<file path="config.mk">
export PLATFORM = sky130hd
export DESIGN_NAME = wake_sequence_connect_gate
export DESIGN_NICKNAME = d
export VERILOG_FILES = /design/src/hw/rtl/wsg_pkg.sv /design/src/hw/rtl/wsg_front.sv /design/src/hw/rtl/wsg_queue.sv /design/src/hw/rtl/wsg_back.sv /design/src/hw/rtl/wake_sequence_connect_gate.sv
export SDC_FILE = /design/constraint.sdc
export NUM_CORES = 1
export LEC_CHECK = 0
export BUFFER_PORTS_ARGS = -buffer_cell sky130_fd_sc_hd__buf_2
export CAP_MARGIN = 0
export CORE_ASPECT_RATIO = 1.25
export CORE_MARGIN = 4
export CORE_UTILIZATION = 55
export DETAILED_ROUTE_END_ITERATION = 16
export PLACE_DENSITY = 0.75
export SETUP_SLACK_MARGIN = 0.3
export SYNTH_ARGS = -nofsm -noshare
export SYNTH_HDL_FRONTEND = slang
export SYNTH_SLANG_ARGS = --single-unit
</file>
<file path="constraint.sdc">
create_clock -name clk -period 8.45 [get_ports clk]
set_clock_uncertainty 0.2 [all_clocks]
set_input_delay 0.4225 -clock clk [delete_from_list [all_inputs] [get_ports clk]]
set_output_delay 0.4225 -clock clk [all_outputs]
set_load 0.01 [all_outputs]
</file>
<file path="src/hw/rtl/wsg_pkg.sv">
package wsg_pkg;

  // Input command codes
  typedef enum logic [1:0] {
    CMD_DATA     = 2'd0,
    CMD_INCOMING = 2'd1,
    CMD_OUTGOING = 2'd2
  } cmd_e;

  // Result kind codes
  typedef enum logic [1:0] {
    KIND_DATA       = 2'd0,
    KIND_CONN_TRUE  = 2'd1,
    KIND_CONN_FALSE = 2'd2
  } kind_e;

  // Configuration register indexes
  typedef enum logic [1:0] {
    REG_SEQ_LENGTH = 2'd0,
    REG_SEQ_LOW    = 2'd1,
    REG_SEQ_HIGH   = 2'd2
  } cfg_reg_e;

  // Work handed from the front to the back, one entry per accepted item that
  // yields results.
  typedef enum logic [1:0] {
    JOB_DATA           = 2'd0,
    JOB_CONN_TRUE      = 2'd1,
    JOB_CONN_TRUE_DATA = 2'd2,
    JOB_CONN_FALSE     = 2'd3
  } job_e;

  typedef struct packed {
    job_e       job;
    logic [7:0] data_byte;
  } job_t;

  typedef struct packed {
    logic [1:0] command;
    logic [7:0] data_byte;
    logic       connect_value;
  } in_item_t;

  typedef struct packed {
    logic [1:0] kind;
    logic [7:0] out_byte;
    logic       last;
  } out_item_t;

  localparam int QueueDepth = 4;
  localparam int QPtrW      = 2;
  localparam int QCntW      = 3;

endpackage

</file>
<file path="src/hw/rtl/wsg_front.sv">
module wsg_front
  import wsg_pkg::*;
#(
  parameter int MAX_SEQ_BYTES   = 16,
  parameter int MAX_CONNECTIONS = 255
) (
  input  logic        clk,
  input  logic        rst,
  input  logic        in_valid,
  output logic        in_ready,
  input  in_item_t    in_item,
  input  logic        cfg_valid,
  input  logic [1:0]  cfg_index,
  input  logic [63:0] cfg_data,
  input  logic        full,
  output logic        push,
  output job_t        push_job
);

  localparam logic [4:0] LenCap  = 5'(MAX_SEQ_BYTES);
  localparam int         CapInt  = (MAX_CONNECTIONS > 255) ? 255 : MAX_CONNECTIONS;
  localparam logic [7:0] CountCap = 8'(CapInt);

  logic [4:0]   seq_length;
  logic [63:0]  seq_low;
  logic [63:0]  seq_high;

  logic         waiting, waiting_next;
  logic [4:0]   match_position, match_position_next;
  logic         connect_was_sent, connect_was_sent_next;
  logic [7:0]   connection_count, connection_count_next;

  logic         accept;
  logic [4:0]   eff_len;
  logic [127:0] seq_all;
  logic [7:0]   seq_byte;
  logic [4:0]   pos_inc;

  assign in_ready = !full;
  assign accept   = in_valid && in_ready;
  assign eff_len  = (seq_length > LenCap) ? LenCap : seq_length;
  assign seq_all  = {seq_high, seq_low};
  assign seq_byte = seq_all[match_position[3:0]*8 +: 8];
  assign pos_inc  = match_position + 5'd1;

  always_ff @(posedge clk) begin
    if (rst) begin
      seq_length <= '0;
      seq_low    <= '0;
      seq_high   <= '0;
    end else if (cfg_valid) begin
      case (cfg_index)
        REG_SEQ_LENGTH: seq_length <= cfg_data[4:0];
        REG_SEQ_LOW:    seq_low    <= cfg_data;
        REG_SEQ_HIGH:   seq_high   <= cfg_data;
        default:        ;
      endcase
    end
  end

  always_comb begin
    waiting_next          = waiting;
    match_position_next   = match_position;
    connect_was_sent_next = connect_was_sent;
    connection_count_next = connection_count;
    push                  = 1'b0;
    push_job.job          = JOB_DATA;
    push_job.data_byte    = in_item.data_byte;
    if (accept) begin
      case (in_item.command)
        CMD_DATA: begin
          if (!waiting) begin
            push         = 1'b1;
            push_job.job = JOB_DATA;
          end else if (match_position >= eff_len) begin
            // sequence already complete: announce, then pass this byte
            waiting_next          = 1'b0;
            connect_was_sent_next = 1'b1;
            push                  = 1'b1;
            push_job.job          = JOB_CONN_TRUE_DATA;
          end else if (seq_byte != in_item.data_byte) begin
            match_position_next = '0;
          end else begin
            match_position_next = pos_inc;
            if (pos_inc >= eff_len) begin
              waiting_next          = 1'b0;
              connect_was_sent_next = 1'b1;
              push                  = 1'b1;
              push_job.job          = JOB_CONN_TRUE;
            end
          end
        end
        CMD_INCOMING: begin
          if (!in_item.connect_value) begin
            if (connect_was_sent) begin
              connect_was_sent_next = 1'b0;
              push                  = 1'b1;
              push_job.job          = JOB_CONN_FALSE;
            end
            waiting_next        = 1'b1;
            match_position_next = '0;
          end
        end
        CMD_OUTGOING: begin
          if (in_item.connect_value) begin
            if (connection_count < CountCap) begin
              connection_count_next = connection_count + 8'd1;
            end
          end else begin
            if (connection_count > 8'd1 || connection_count == 8'd0) begin
              connection_count_next = (connection_count == 8'd0) ? 8'd0
                                      : connection_count - 8'd1;
            end else begin
              connection_count_next = 8'd0;
            end
            if (connection_count_next == 8'd0) begin
              waiting_next        = 1'b1;
              match_position_next = '0;
            end
          end
        end
        default: ;
      endcase
    end
  end

  always_ff @(posedge clk) begin
    if (rst) begin
      waiting          <= 1'b1;
      match_position   <= '0;
      connect_was_sent <= 1'b0;
      connection_count <= '0;
    end else begin
      waiting          <= waiting_next;
      match_position   <= match_position_next;
      connect_was_sent <= connect_was_sent_next;
      connection_count <= connection_count_next;
    end
  end

`ifndef NO_ASSERTIONS
  a_open_means_sent: assert property (@(posedge clk) disable iff (rst)
    !waiting |-> connect_was_sent) else $error("gate open without connect sent");
  a_count_cap: assert property (@(posedge clk) disable iff (rst)
    connection_count <= CountCap) else $error("connection count above cap");
`endif

endmodule

</file>
<file path="src/hw/rtl/wsg_queue.sv">
module wsg_queue
  import wsg_pkg::*;
(
  input  logic clk,
  input  logic rst,
  input  logic push,
  input  job_t push_job,
  output logic full,
  input  logic pop,
  output logic empty,
  output job_t head
);

  job_t             entries [QueueDepth];
  logic [QPtrW-1:0] wr_ptr;
  logic [QPtrW-1:0] rd_ptr;
  logic [QCntW-1:0] count;

  assign full  = (count == QCntW'(QueueDepth));
  assign empty = (count == '0);
  assign head  = entries[rd_ptr];

  always_ff @(posedge clk) begin
    if (push) begin
      entries[wr_ptr] <= push_job;
    end
  end

  always_ff @(posedge clk) begin
    if (rst) begin
      wr_ptr <= '0;
      rd_ptr <= '0;
      count  <= '0;
    end else begin
      if (push) begin
        wr_ptr <= wr_ptr + QPtrW'(1);
      end
      if (pop) begin
        rd_ptr <= rd_ptr + QPtrW'(1);
      end
      count <= count + QCntW'(push) - QCntW'(pop);
    end
  end

`ifndef NO_ASSERTIONS
  a_no_overflow: assert property (@(posedge clk) disable iff (rst)
    push |-> !full) else $error("push into full queue");
  a_no_underflow: assert property (@(posedge clk) disable iff (rst)
    pop |-> !empty) else $error("pop from empty queue");
`endif

endmodule

</file>
<file path="src/hw/rtl/wsg_back.sv">
module wsg_back
  import wsg_pkg::*;
(
  input  logic      clk,
  input  logic      rst,
  input  logic      empty,
  input  job_t      head,
  output logic      pop,
  output logic      out_valid,
  input  logic      out_ready,
  output out_item_t out_item
);

  logic      load;
  logic      phase;
  logic      second_beat_due;
  out_item_t beat;

  assign load            = !out_valid || out_ready;
  assign second_beat_due = (head.job == JOB_CONN_TRUE_DATA) && !phase;
  assign pop             = load && !empty && !second_beat_due;

  always_comb begin
    beat.kind     = KIND_DATA;
    beat.out_byte = head.data_byte;
    beat.last     = 1'b1;
    case (head.job)
      JOB_DATA: ;
      JOB_CONN_TRUE: begin
        beat.kind     = KIND_CONN_TRUE;
        beat.out_byte = '0;
      end
      JOB_CONN_TRUE_DATA: begin
        if (!phase) begin
          beat.kind     = KIND_CONN_TRUE;
          beat.out_byte = '0;
          beat.last     = 1'b0;
        end
      end
      JOB_CONN_FALSE: begin
        beat.kind     = KIND_CONN_FALSE;
        beat.out_byte = '0;
      end
      default: ;
    endcase
  end

  always_ff @(posedge clk) begin
    if (load && !empty) begin
      out_item <= beat;
    end
  end

  always_ff @(posedge clk) begin
    if (rst) begin
      out_valid <= 1'b0;
      phase     <= 1'b0;
    end else if (load) begin
      out_valid <= !empty;
      if (!empty) begin
        phase <= second_beat_due;
      end
    end
  end

`ifndef NO_ASSERTIONS
  a_phase_head: assert property (@(posedge clk) disable iff (rst)
    phase |-> (!empty && head.job == JOB_CONN_TRUE_DATA))
    else $error("second beat pending without two-beat job");
  a_not_last_kind: assert property (@(posedge clk) disable iff (rst)
    (out_valid && !out_item.last) |-> (out_item.kind == KIND_CONN_TRUE))
    else $error("non-final result is not connect-true");
`endif

endmodule

</file>
<file path="src/hw/rtl/wake_sequence_connect_gate.sv">
// Channel   Direction  Handshake            Payload
// in        input      in_valid/in_ready    in_item   (command, data_byte, connect_value)
// out       output     out_valid/out_ready  out_item  (kind, out_byte, last)
// cfg       input      cfg_valid/cfg_ready  cfg_index, cfg_data
//
// One request per cycle while the four-entry job queue has room; its first result
// is written to the queue, then to the output register, where it becomes valid.
// Results leave one per cycle while out_ready is high, so a byte that completes an empty
// or shortened sequence gives two results in turn (connect-true, then the byte).
// rst is synchronous, active high: gate waiting, position and counters clear.
// A stalled output backs up the queue; once it is full every request stalls.
module wake_sequence_connect_gate
  import wsg_pkg::*;
#(
  parameter int MAX_SEQ_BYTES   = 16,
  parameter int MAX_CONNECTIONS = 255
) (
  input  logic        clk,
  input  logic        rst,
  input  logic        in_valid,
  output logic        in_ready,
  input  in_item_t    in_item,
  output logic        out_valid,
  input  logic        out_ready,
  output out_item_t   out_item,
  input  logic        cfg_valid,
  output logic        cfg_ready,
  input  logic [1:0]  cfg_index,
  input  logic [63:0] cfg_data
);

  logic push;
  job_t push_job;
  logic full;
  logic pop;
  logic empty;
  job_t head;

  // Configuration must be written only while idle (unchecked by the block), so take every request at once.
  assign cfg_ready = 1'b1;

  // Front: hold the match position and connect state, classify each request
  // into a job for the back, drop bytes while the gate is closed.
  wsg_front #(
    .MAX_SEQ_BYTES  (MAX_SEQ_BYTES),
    .MAX_CONNECTIONS(MAX_CONNECTIONS)
  ) u_front (
    .clk      (clk),
    .rst      (rst),
    .in_valid (in_valid),
    .in_ready (in_ready),
    .in_item  (in_item),
    .cfg_valid(cfg_valid),
    .cfg_index(cfg_index),
    .cfg_data (cfg_data),
    .full     (full),
    .push     (push),
    .push_job (push_job)
  );

  // Queue: decouple classification from result delivery.
  wsg_queue u_queue (
    .clk     (clk),
    .rst     (rst),
    .push    (push),
    .push_job(push_job),
    .full    (full),
    .pop     (pop),
    .empty   (empty),
    .head    (head)
  );

  // Back: expand each job into one or two results in the output register.
  wsg_back u_back (
    .clk      (clk),
    .rst      (rst),
    .empty    (empty),
    .head     (head),
    .pop      (pop),
    .out_valid(out_valid),
    .out_ready(out_ready),
    .out_item (out_item)
  );

endmodule

</file>
==> results.md, run 1 <==
* Most common cell after layout, fill and taps aside: nand2_1
* CP arrival at 4.52 ns
* Worst slew pin tran at 1.27 ns
* Share of cells above drive strength 1 at ~15%
* Yosys reg bits at 210
* Vias per Instance at ~5.7
* Sequential share of the synthesized area at 48.3%
* Reg-to-Reg Start: u_front.match_position[0]
* Leakage Power at 4.21 nW
* CP max stage delay at 0.65 ns
* Max Fanout on Critical Path at 29
* Crit path kind: reg -> reg
* RSZ-0062 raised after global routing: false
* TritonCTS buffer count at 21
* PnR worst setup slack at 4.08 ns
* TritonRoute pass-1 iters at 5
* Max_slew headroom at 15.7%
* Outcome: finished clean
* Xor/xnor share of the synthesized area at 2.16%
* Die area at approximately 20000 um2
* Post-route ant nets at 0
* Async set-reset flop share out of synthesis at 0%
* Post_cts resized at 0
* Place WS at just over 4 ns
* Cell area after synthesis at about 10000 um2
* Final GP Congestion at 0.901
* Placement Rows at 54
* H-tree levels at 1
* Via count at 8002
* Clk pwr share at 39.1%
* Reg power frac at 46.4%
* Crit-path most repeated cell: xor2_1
* Cell count after synthesis at between 1000 and 1500
* PwrDens at between 200 and 250 nW/um2
* Initial Util at between 50% and 60%
* Comb pwr share at between 10% and 20%
* Highest-count cells in the layout ignoring fill and taps: 286 x nand2_1, 158 x dfxtp_1, 156 x a21oi_1
* YS warnings at 0
* Routed WL at about 25 mm
* Setup Viol. Count Final at 0
* Ports at 96
* Worst setup EP type: flip-flop
* Internal power at 1.87 mW
* Sequential cell area at between 4000 and 5000 um2
* Crit start category: flip-flop
* Gr ovfl total at 0
* Reg2Reg Depth at 13
* Setup Fix Bufs, Post-CTS at 0
* Worst Hold Class: in -> reg
* Mux cell area share after synthesis at around 11%
* First-pass GRT wire length at 39.8 mm
* CTS tree: yes
* Critical Path RT at roughly 8.6 ns
* Main combinational cell family by area after synthesis: simple AND/OR/NAND/NOR gates
* Port Buf Inserts at between 90 and 100
* Compound-Gate Fraction of Synth Area at about an eighth
* Iter 0 DRT Violations at around 590
* Critical path cell sequence: buf_4 > mux4_2 > xor2_1 > a2111oi_0 > o21ai_1 > a211o_1 > a41oi_4 > ha_1 > inv_1 > fa_1 > xor2_1 > xnor2_1 > nor2_1
* Worst R2R End: u_queue.count[2]
* Clk sinks at between 200 and 250
* Global-route usage over all layers at between 20% and 30%
* Synth Flop Type: dfxtp_1
* Worst hold path endpoint: u_front.seq_low[60]
* Initial antenna violation count at 0
* TNS Setup at 0 ns
* Slowest cell on the critical path: a2111oi_0
* Peak VDD IR at about 0.00015 V
* Clock-pin transition on the worst setup and hold timing paths at around 0.060 ns
* Worst skew pair latency at 0.49 ns
* Clock buffer depth at 3
* Mapped Nets at about 1200
* Core Region at 17400 um2
* HPWL Detailed at roughly 17 mm
* Largest net degree at the start of global routing at 95
* DIE WIDTH at 127 um
* Area delta synth->final at 18.6%
* Fillers at between 1000 and 1500
* Die height at 157 um
* Routed len/inst at 18.0 um
* Hold Fails Final Rpt at 0
* Worst Min Path Start: cfg_data[60]
* Net Switching at roughly 0.63 mW
* Multi-input gate area at about 4600 um2
* R2R setup slack at 4.08 ns
* Net Sw Frac at between 20 and 30%
* Cts hold-fix bufs at 60
* Syn Area/Cell at roughly 9 um2
* Min Tclk post-route at 4.37 ns
* Post-Synth Adder-Cell Area at 3.41%
* Max-slew violation count at 0
* Root Driver: clkbuf_16
* Post-Synth Simple-Gate Area at 17.9%
* Worst hold stages at 3
* Peak Freq at between 200 and 250 MHz
* Max Cap Viol at 0
* Netlist cell types at 62
* Fin crit share at approximately half
* Vias in the first global route at between 7000 and 8000
* Final nets at ~1300
* Residual DRC at 0
* Number of synthesized flops with an enable pin at between 50 and 60
[power by group through the flow]
stage	sequential [mW]	combinational, mW	clock [mW]
after CTS	1.16	0.362	0.990
after detailed placement	1.18	0.337	0
final	1.16	0.361	0.978
after floorplan	1.17	0.227	0
after global placement	1.18	0.325	0
after global routing	1.17	0.398	1.04
[worst max-delay path by stage]
stage	end	startpoint	slack, ns	cells past startpoint
after global placement	u_queue.count[2]	u_front.match_position[0]	4.17	13
after floorplan	u_queue.count[2]	u_front.match_position[1]	4.83	13
final	u_queue.count[2]	u_front.match_position[0]	4.08	13
after global routing	u_queue.count[2]	u_front.match_position[2]	3.83	14
after CTS	u_queue.count[2]	u_front.match_position[0]	4.07	13
after detailed placement	u_queue.count[2]	u_front.match_position[0]	4.09	13
[cells by family after synthesis]
logic type | after synthesis
compound gates | 222
xor+xnor | 24
fa+ha+maj | 26
buf+inv | 96
flops | 210
mux | 67
other cells | 1
simple gates | 408
[cell type report]
class,count,share of cell area (%)
antenna,1,0.0216
clock buffer,26,4.88
clock inverter,10,1.31
inverter,22,0.714
multi-input combinational,748,40.1
sequential,210,40.8
tap,224,2.42
timing repair buffer,162,9.80
[flip-flops by register name, indices dropped and copies added (netlist names), named ones only]
name and count:
u_front.seq_high 64, u_front.seq_low 64, u_queue.entries 40, u_back.out_item 11, u_front.connection_count 8, u_front.match_position 5
u_front.seq_length 5, u_queue.count 3, u_queue.rd_ptr 2, u_queue.wr_ptr 2, u_back.out_valid 1, u_back.phase 1
u_front.connect_was_sent 1, u_front.waiting 1
[stage by stage]
step / cells / utilization (%) / cell area (um2) / hold slack, ns / power, mW
finish: 1403 / 66.4 / 11600 / 0.0113 / 2.50
detailed placement: 1306 / 58.8 / 10200 / 0.242 / 1.52
global route: 1402 / 66.4 / 11600 / 0.00422 / 2.60
floorplan: 1054 / - / 9750 / 0.232 / 1.40
global placement: 1306 / 58.8 / 10200 / 0.241 / 1.50
CTS: 1402 / 66.4 / 11600 / 0.000719 / 2.51
[synth_stat cells (3+ instances only)]
cell type / count / area [um2]
xnor2_1: 11 / 96.3
mux2i_1: 33 / 330
buf_1: 7 / 26.3
o21ai_0: 13 / 65.1
ha_1: 25 / 313
buf_2: 5 / 25.0
nor3b_1: 3 / 22.5
nor2_1: 34 / 128
a211o_1: 3 / 26.3
xor2_1: 13 / 114
inv_1: 22 / 82.6
o21bai_1: 4 / 30.0
a22oi_1: 9 / 67.6
dfxtp_1: 159 / 3180
buf_6: 4 / 45.0
nand4_1: 3 / 18.8
a21oi_1: 156 / 781
and4_1: 3 / 26.3
and2_1: 8 / 50.1
a21o_1: 7 / 52.6
nor3_1: 12 / 60.1
or2_2: 3 / 18.8
a211oi_1: 8 / 60.1
buf_4: 3 / 22.5
nor4_1: 3 / 18.8
edfxtp_1: 51 / 1530
nand3_1: 14 / 70.1
nor2b_1: 17 / 106
clkbuf_1: 55 / 206
mux4_2: 28 / 631
mux2_2: 4 / 45.0
nand2b_1: 8 / 50.1
nand2_1: 286 / 1070
nand3b_1: 5 / 37.5
[layer usage]
layer  routed length, um  part of all wire [%]  global-route usage (%)
met1               10000                    40                    29.9
met2               13000                    51                    45.6
met3                1240                   4.9                    3.45
met4                1040                   4.1                    9.66
met5                   0                     0                       0
[critical path, delay by kind of cell (launching register included)]
family	cells	cell delay [ns]
AND/OR/NAND/NOR	1	0.05
multiplexers	1	0.57
XOR/XNOR	3	0.46
buffers and inverters	2	0.43
flip-flops	1	0.31
AO/OA/AOI/OAI	4	1.61
adder cells (fa/ha/maj)	2	0.57
Note: power is estimated with default switching activity, not from simulation.
==> inputs of run 2 (changes only) <==
CORE_UTILIZATION = 54   (was 55)
PLACE_DENSITY = 0.77   (was 0.75)
clock period = 3.7 ns   (was 8.45 ns; I/O delays follow)
==> run 2 against run 1 <==
Effect of this change:
- sequential cell count is the same
- wire length grew 3.9%
- total power grew 130%
- fmax grew 21%
- non-clock buffer count grew 44
- final cell count grew 3.1%
- critical endpoint unchanged
- global-route usage grew 0.71 points
- first-iteration DRC count grew 14%
- sequential share of layout area shrank 1.7 points
- clock-buffer cell count grew 1
- die area grew 1.7%
==> results.md, run 2 (synthesis gave the netlist of run 1 again) <==
* Outcome: finished clean (unchanged)
* CTS tree: yes (unchanged)
* Total power at 5.85 mW (was 2.50 mW)
* Crit start category: flip-flop (unchanged)
* DR WL met3 at 1.28 mm (was 1.24 mm)
* Root Driver: clkbuf_16 (unchanged)
* Net Sw Frac at 25.2% (about the same)
* Min Tclk post-route at 3.60 ns (was 4.37 ns)
* Sequential cell area at 4730 um2 (was 4720 um2)
* Routed len/inst at 18.1 um (was 18.0 um)
* Most common cell after layout, fill and taps aside: nand2_1 (unchanged)
* Hold Fails Final Rpt at 0 (unchanged)
* Core Region at 17600 um2 (was 17400 um2)
* Iter 0 DRT Violations at 669 (was 586)
* Vias per Instance at 5.80 (was 5.70)
* Clk pwr share at 39.5% (was 39.1%)
* Top routing layer used: met4 (unchanged)
* Place WS at -0.0428 ns (was 4.09 ns)
* Placement Rows at 54 (unchanged)
* Residual DRC at 0 (unchanged)
* Internal power at 4.38 mW (was 1.87 mW)
* Biggest regs: u_front.seq_high x64, u_front.seq_low x64, u_queue.entries x40 (unchanged)
* First-pass GRT wire length at 41.9 mm (was 39.8 mm)
* Final nets at 1317 (was 1273)
* H-tree levels at 1 (unchanged)
* TritonRoute pass-1 iters at 6 (was 5)
* Multi-input gate area at 4700 um2 (was 4640 um2)
* Peak VDD IR at 0.000362 V (was 0.000154 V)
* Leakage Power at 4.47 nW (was 4.21 nW)
* Fin crit share at 97.3% (was 51.7%)
* Crit-path most repeated cell: mux4_2 (was xor2_1)
* Share of cells above drive strength 1 at 18.2% (was 14.9%)
* TritonCTS buffer count at 21 (unchanged)
* Worst setup EP type: flip-flop (unchanged)
* PwrDens at 484 nW/um2 (was 216 nW/um2)
* RSZ-0062 raised after global routing: true (was false)
* Global-route usage over all layers at 25.8% (was 25.0%)
* Met2 wire length at 13.5 mm (was 13.0 mm)
* Initial antenna violation count at 0 (unchanged)
* Port Buf Inserts at 94 (unchanged)
* Initial Util at 55.5% (was 55.9%)
* Fillers at 1335 (was 1376)
* Highest-count cells in the layout ignoring fill and taps: 286 x nand2_1, 156 x a21oi_1, 156 x dfxtp_1 (was 286 x nand2_1, 158 x dfxtp_1, 156 x a21oi_1)
* HPWL Detailed at 17.6 mm (was 16.6 mm)
* CP max stage delay at 0.52 ns (was 0.65 ns)
* Max Fanout on Critical Path at 7 (was 29)
* Final GP Congestion at 0.908 (was 0.901)
* Ports at 96 (unchanged)
* Clk sinks at 210 (unchanged)
* Crit path kind: reg -> reg (unchanged)
* Clock-pin transition on the worst setup and hold timing paths at 0.06 ns (about the same)
* Worst skew pair latency at 0.50 ns (was 0.49 ns)
* Vias in the first global route at 8174 (was 7660)
* Critical Path RT at 3.84 ns (was 8.60 ns)
* Net Switching at 1.48 mW (was 0.630 mW)
* Reg power frac at 44.8% (was 46.4%)
* Comb pwr share at 15.6% (was 14.4%)
* Routed WL at 26.3 mm (was 25.3 mm)
* Max Cap Viol at 0 (unchanged)
* Largest net degree at the start of global routing at 100 (was 95)
* CP arrival at 3.74 ns (was 4.52 ns)
* Diode count at 0 (was 1)
* Die height at 158 um (was 157 um)
* Max_slew headroom at 28.3% (was 15.7%)
* DIE WIDTH at 128 um (was 127 um)
* M1 WL at 9.97 mm (was 10.0 mm)
* Peak Freq at 278 MHz (was 229 MHz)
* Die area at 20300 um2 (was 19900 um2)
* Post-route ant nets at 0 (unchanged)
* Setup Viol. Count Final at 0 (unchanged)
* PnR worst setup slack at 0.0996 ns (was 4.08 ns)
* Worst slew pin tran at 1.08 ns (was 1.27 ns)
* Area delta synth->final at 24.1% (was 18.6%)
* Clock buffer depth at 3 (unchanged)
* Worst Hold Class: in -> reg (unchanged)
* Max-slew violation count at 0 (unchanged)
* Via count at 8398 (was 8002)
* Slowest cell on the critical path: mux4_2 (was a2111oi_0)
* Gr ovfl total at 0 (unchanged)
* Critical path cell sequence: mux4_2 > mux4_2 > xnor2_2 > o2111ai_2 > a211o_1 > a41oi_4 > ha_2 > inv_2 > fa_2 > xor2_2 > xnor2_1 > nor2_1 (was buf_4 > mux4_2 > xor2_1 > a2111oi_0 > o21ai_1 > a211o_1 > a41oi_4 > ha_1 > inv_1 > fa_1 > xor2_1 > xnor2_1 > nor2_1)
==> run 2: cell types whose count changed in the layout (fill, tap and decap cells not counted), moves of 2 or more <==
cell,previous run,this run
buf_12,0,3
dfxtp_4,0,3
buf_4,9,32
buf_6,0,3
clkinv_2,4,2
dfxtp_1,158,156
mux2i_1,33,29
dlygate4sd3_1,60,74
mux2i_2,0,4
==> run 2: layout make-up <==
class                      instances  share of cell area (%)
clock buffer                      27                    4.95
clock inverter                    10                    1.28
timing repair buffer             206                    12.9
tap                              224                    2.32
inverter                          22                   0.683
multi-input combinational        748                    38.8
sequential                       210                    39.1
==> run 2: repair_timing <==
action,in CTS,in global routing
hold buffers,74,0
hold endpoints to repair,166,0
setup buffers,0,1
gates resized for setup,8,16
pin swaps,2,1
endpoints found under the setup margin,40,42
==> run 2: power by group through the flow <==
| stage | combinational (mW) | clock [mW] | sequential [mW] |
|---|---|---|---|
| floorplan | 0.523 | 0 | 2.68 |
| global placement | 0.808 | 0 | 2.67 |
| detailed placement | 0.838 | 0 | 2.67 |
| CTS | 0.905 | 2.34 | 2.62 |
| global route | 1.01 | 2.44 | 2.64 |
| finish | 0.915 | 2.31 | 2.62 |
==> run 2: worst paths after layout <==
path	startpoint	to	slack (ns)	cells after the start
max reg2reg	u_front.match_position[2]	u_queue.count[2]	0.1	12
min reg2reg	u_front.seq_low[22]	u_front.seq_low[22]	0.25	2
max	u_front.match_position[2]	u_queue.count[2]	0.1	12
min	cfg_index[0]	u_front.seq_length[1]	0.03	4
==> run 2: critical path: cells and delay by family, from the launching register on <==
| family | cells | cell delay, ns |
|---|---|---|
| AND/OR/NAND/NOR | 1 | 0.05 |
| XOR/XNOR | 3 | 0.52 |
| multiplexers | 2 | 1.03 |
| flip-flops | 1 | 0.43 |
| buffers and inverters | 1 | 0.03 |
| AO/OA/AOI/OAI | 3 | 0.62 |
| adder cells (fa/ha/maj) | 2 | 0.54 |
==> run 2: per-stage QoR <==
stage	utilization [%]	cell area [um2]	setup TNS, ns	std cells	hold slack (ns)
after floorplan	-	9770	0	1054	0.0839
after global placement	59.8	10500	0	1335	0.233
after detailed placement	59.8	10500	-0.0428	1335	0.243
after CTS	68.5	12000	0	1446	0.0118
after global routing	68.9	12100	-0.0819	1447	0.0350
final	68.9	12100	0	1447	0.0273
==> run 2: per-layer routing <==
metal	vias up	track usage, %
li1	3954	-
met1	4044	30.2
met2	313	46.0
met3	87	3.21
met4	0	13.3
met5	-	0
==> inputs of run 3 (changes only) <==
BUFFER_PORTS_ARGS = not set   (was -buffer_cell sky130_fd_sc_hd__buf_2)
CORE_MARGIN = not set   (was 4)
CORE_UTILIZATION = 55   (was 54)
DONT_BUFFER_PORTS = 1   (was not set)
PLACE_DENSITY = 0.73   (was 0.77)
==> run 3 against run 2 <==
Effect of this change:
- the run now ends with negative hold slack left
- sequential cell count did not move
- clock-buffer cell count rose by 3
- fmax rose by 2.5%
- non-clock buffer count fell by 8
- utilization rose by 2.5 points
- critical path type unchanged
- largest power group unchanged
==> results.md, run 3 (synthesis gave the netlist of run 1 again) <==
* Residual DRC at 0 (unchanged)
* Clk sinks at 210 (unchanged)
* Worst skew pair latency at 0.50 ns (about the same)
* CP max stage delay at 0.53 ns (was 0.52 ns)
* Port Buf Inserts at 0 (was 94)
* Worst Min Path Start: rst (was cfg_index[0])
* Setup Viol. Count Final at 0 (unchanged)
* Final nets at 1309 (was 1317)
* Diode count at 0 (unchanged)
* Failing checks: negative hold slack
* CTS tree: yes (unchanged)
* Worst Hold Class: in -> reg (unchanged)
* Vias per Instance at 5.83 (was 5.80)
* Slowest cell on the critical path: mux4_2 (unchanged)
* Fin crit share at 94.9% (was 97.3%)
* TNS Setup at 0 ns (unchanged)
* Placement Rows at 54 (unchanged)
* Most common cell after layout, fill and taps aside: nand2_1 (unchanged)
* Vias in the first global route at 8305 (was 8174)
* Gr ovfl total at 0 (unchanged)
* Peak VDD IR at 0.000346 V (was 0.000362 V)
* Internal power at 4.09 mW (was 4.38 mW)
* Placed Area at 10000 um2 (was 10500 um2)
* Peak Freq at 285 MHz (was 278 MHz)
* Reg2Reg Depth at 12 (unchanged)
* First-pass GRT wire length at 42.9 mm (was 41.9 mm)
* Highest-count cells in the layout ignoring fill and taps: 286 x nand2_1, 162 x dlygate4sd3_1, 156 x a21oi_1 (was 286 x nand2_1, 156 x a21oi_1, 156 x dfxtp_1)
* Max-slew violation count at 0 (unchanged)
* Routed len/inst at 19.4 um (was 18.1 um)
* Net Sw Frac at 25.4% (was 25.2%)
* TritonRoute pass-1 iters at 5 (was 6)
* Critical path cell sequence: mux4_2 > mux4_2 > xnor2_2 > o2111ai_2 > a211o_1 > a41oi_4 > ha_2 > inv_2 > fa_2 > xor2_1 > xnor2_1 > nor2_1 (was mux4_2 > mux4_2 > xnor2_2 > o2111ai_2 > a211o_1 > a41oi_4 > ha_2 > inv_2 > fa_2 > xor2_2 > xnor2_1 > nor2_1)
* Initial Util at 55.9% (was 55.5%)
* Crit path max-delay family: multiplexers (unchanged)
* Min Tclk post-route at 3.51 ns (was 3.60 ns)
* CP Depth at 12 (unchanged)
* Critical path origin: u_front.match_position[2] (unchanged)
* PwrDens at 442 nW/um2 (was 484 nW/um2)
* Post-route ant nets at 0 (unchanged)
* Critical Path RT at 3.89 ns (was 3.84 ns)
* HPWL Detailed at 17.2 mm (was 17.6 mm)
* Net Switching at 1.40 mW (was 1.48 mW)
* DIE WIDTH at 121 um (was 128 um)
* Max Fanout on Critical Path at 7 (unchanged)
* Core Region at 17400 um2 (was 17600 um2)
* Share of cells above drive strength 1 at 9.88% (was 18.2%)
* Worst setup EP type: flip-flop (unchanged)
* Area delta synth->final at 27.5% (was 24.1%)
* Global-route usage over all layers at 30.6% (was 25.8%)
* RSZ-0062 raised after global routing: true (unchanged)
* Comb pwr share at 14.2% (was 15.6%)
* CP arrival at 3.70 ns (was 3.74 ns)
* Post-Layout Inst Area at 12400 um2 (was 12100 um2)
* Leakage Power at 4.77 nW (was 4.47 nW)
* Die area at 18300 um2 (was 20300 um2)
* Initial antenna violation count at 0 (unchanged)
* Biggest regs: u_front.seq_high x64, u_front.seq_low x64, u_queue.entries x40 (unchanged)
* Crit path buffers/inverters at 1 (unchanged)
* WHS at -0.403 ns (was 0.0273 ns)
* Worst slew pin tran at 1.06 ns (was 1.08 ns)
* Root Driver: clkbuf_16 (unchanged)
* Largest net degree at the start of global routing at 162 (was 100)
* Outcome: complete, but fails checks (was finished clean)
* Reg power frac at 48.7% (was 44.8%)
* Crit path kind: reg -> reg (unchanged)
* Cts hold-fix bufs at 162 (was 74)
* TritonCTS buffer count at 21 (unchanged)
* Reg-to-Reg Start: u_front.match_position[2] (unchanged)
* Max_slew headroom at 29.3% (was 28.3%)
* Iter 0 DRT Violations at 840 (was 669)
* Die height at 151 um (was 158 um)
* Via count at 8385 (was 8398)
* Clock buffer depth at 3 (unchanged)
* Final GP Congestion at 0.907 (was 0.908)
* Max Cap Viol at 0 (unchanged)
* Clock-pin transition on the worst setup and hold timing paths at 0.07 ns (was 0.06 ns)
* Hold Fails Final Rpt at 10 (was 0)
* Crit start category: flip-flop (unchanged)
* Crit-path most repeated cell: mux4_2 (unchanged)
* Ports at 96 (unchanged)
* H-tree levels at 1 (unchanged)
* Clk pwr share at 37.1% (was 39.5%)
* Worst hold stages at 1 (was 4)
* Routed WL at 27.8 mm (was 26.3 mm)
[run 3: cell type report]
cell class,count,area [um2]
Multi-Input combinational cell,748,4680
Inverter,22,82.6
Clock buffer,30,583
Tap cell,224,280
Fill cell,1226,5000
Sequential cell,210,4730
Timing Repair Buffer,198,2020
Clock inverter,6,60.1
[run 3: power groups by stage]
stage | Combinational (mW) | Sequential, mW | Clock (mW)
2_1_floorplan | 0.523 | 2.68 | 0
3_3_place_gp | 0.604 | 2.71 | 0
3_5_place_dp | 0.634 | 2.73 | 0
4_1_cts | 0.772 | 2.67 | 2.05
5_1_grt | 0.863 | 2.69 | 2.15
6_report | 0.778 | 2.67 | 2.04
[run 3: worst reg2reg max path: stages, from the launching register on]
cell and delay [ns]:
dfxtp_4 0.42, mux4_2 0.53, mux4_2 0.51, xnor2_2 0.18, o2111ai_2 0.16, a211o_1 0.33
a41oi_4 0.17, ha_2 0.20, inv_2 0.04, fa_2 0.33, xor2_1 0.15, xnor2_1 0.15
nor2_1 0.05
[run 3: path summary, 6_finish.rpt]
check | slack, ns | to
setup / recovery | 0.19 | u_queue.count[2]
hold / removal | -0.40 | u_queue.count[1]
setup reg to reg | 0.19 | u_queue.count[2]
hold reg to reg | 0.32 | u_front.match_position[4]
[run 3: stage by stage]
stage / utilization (%) / power (mW) / std cells / worst slack [ns] / hold WS [ns]
floorplan: - / 3.20 / 1054 / 0.201 / 0.0839
global placement: 57.5 / 3.32 / 1235 / 0.0442 / 0.0672
detailed placement: 57.5 / 3.36 / 1235 / 0.0862 / 0.0730
CTS: 70.9 / 5.50 / 1434 / 0.213 / -0.425
global route: 71.3 / 5.71 / 1438 / 0.0331 / -0.420
finish: 71.3 / 5.49 / 1438 / 0.188 / -0.403
[run 3: timing repair]
action / CTS / global route
pin swaps: 4 / 2
gates resized for setup: 8 / 6
buffers inserted: 0 / 3
setup endpoints to repair: 34 / 42
cloned: 1 / 1
endpoints found under the hold margin: 210 / 10
[run 3: routing by layer]
metal  up-vias  global-route usage, %  routed length [um]
met3       101                   6.10                2050
met2       346                   54.3               14100
li1       3936                      -                   -
met5         -                      0                   0
met4         0                   16.0                1520
met1      4002                   34.6               10200
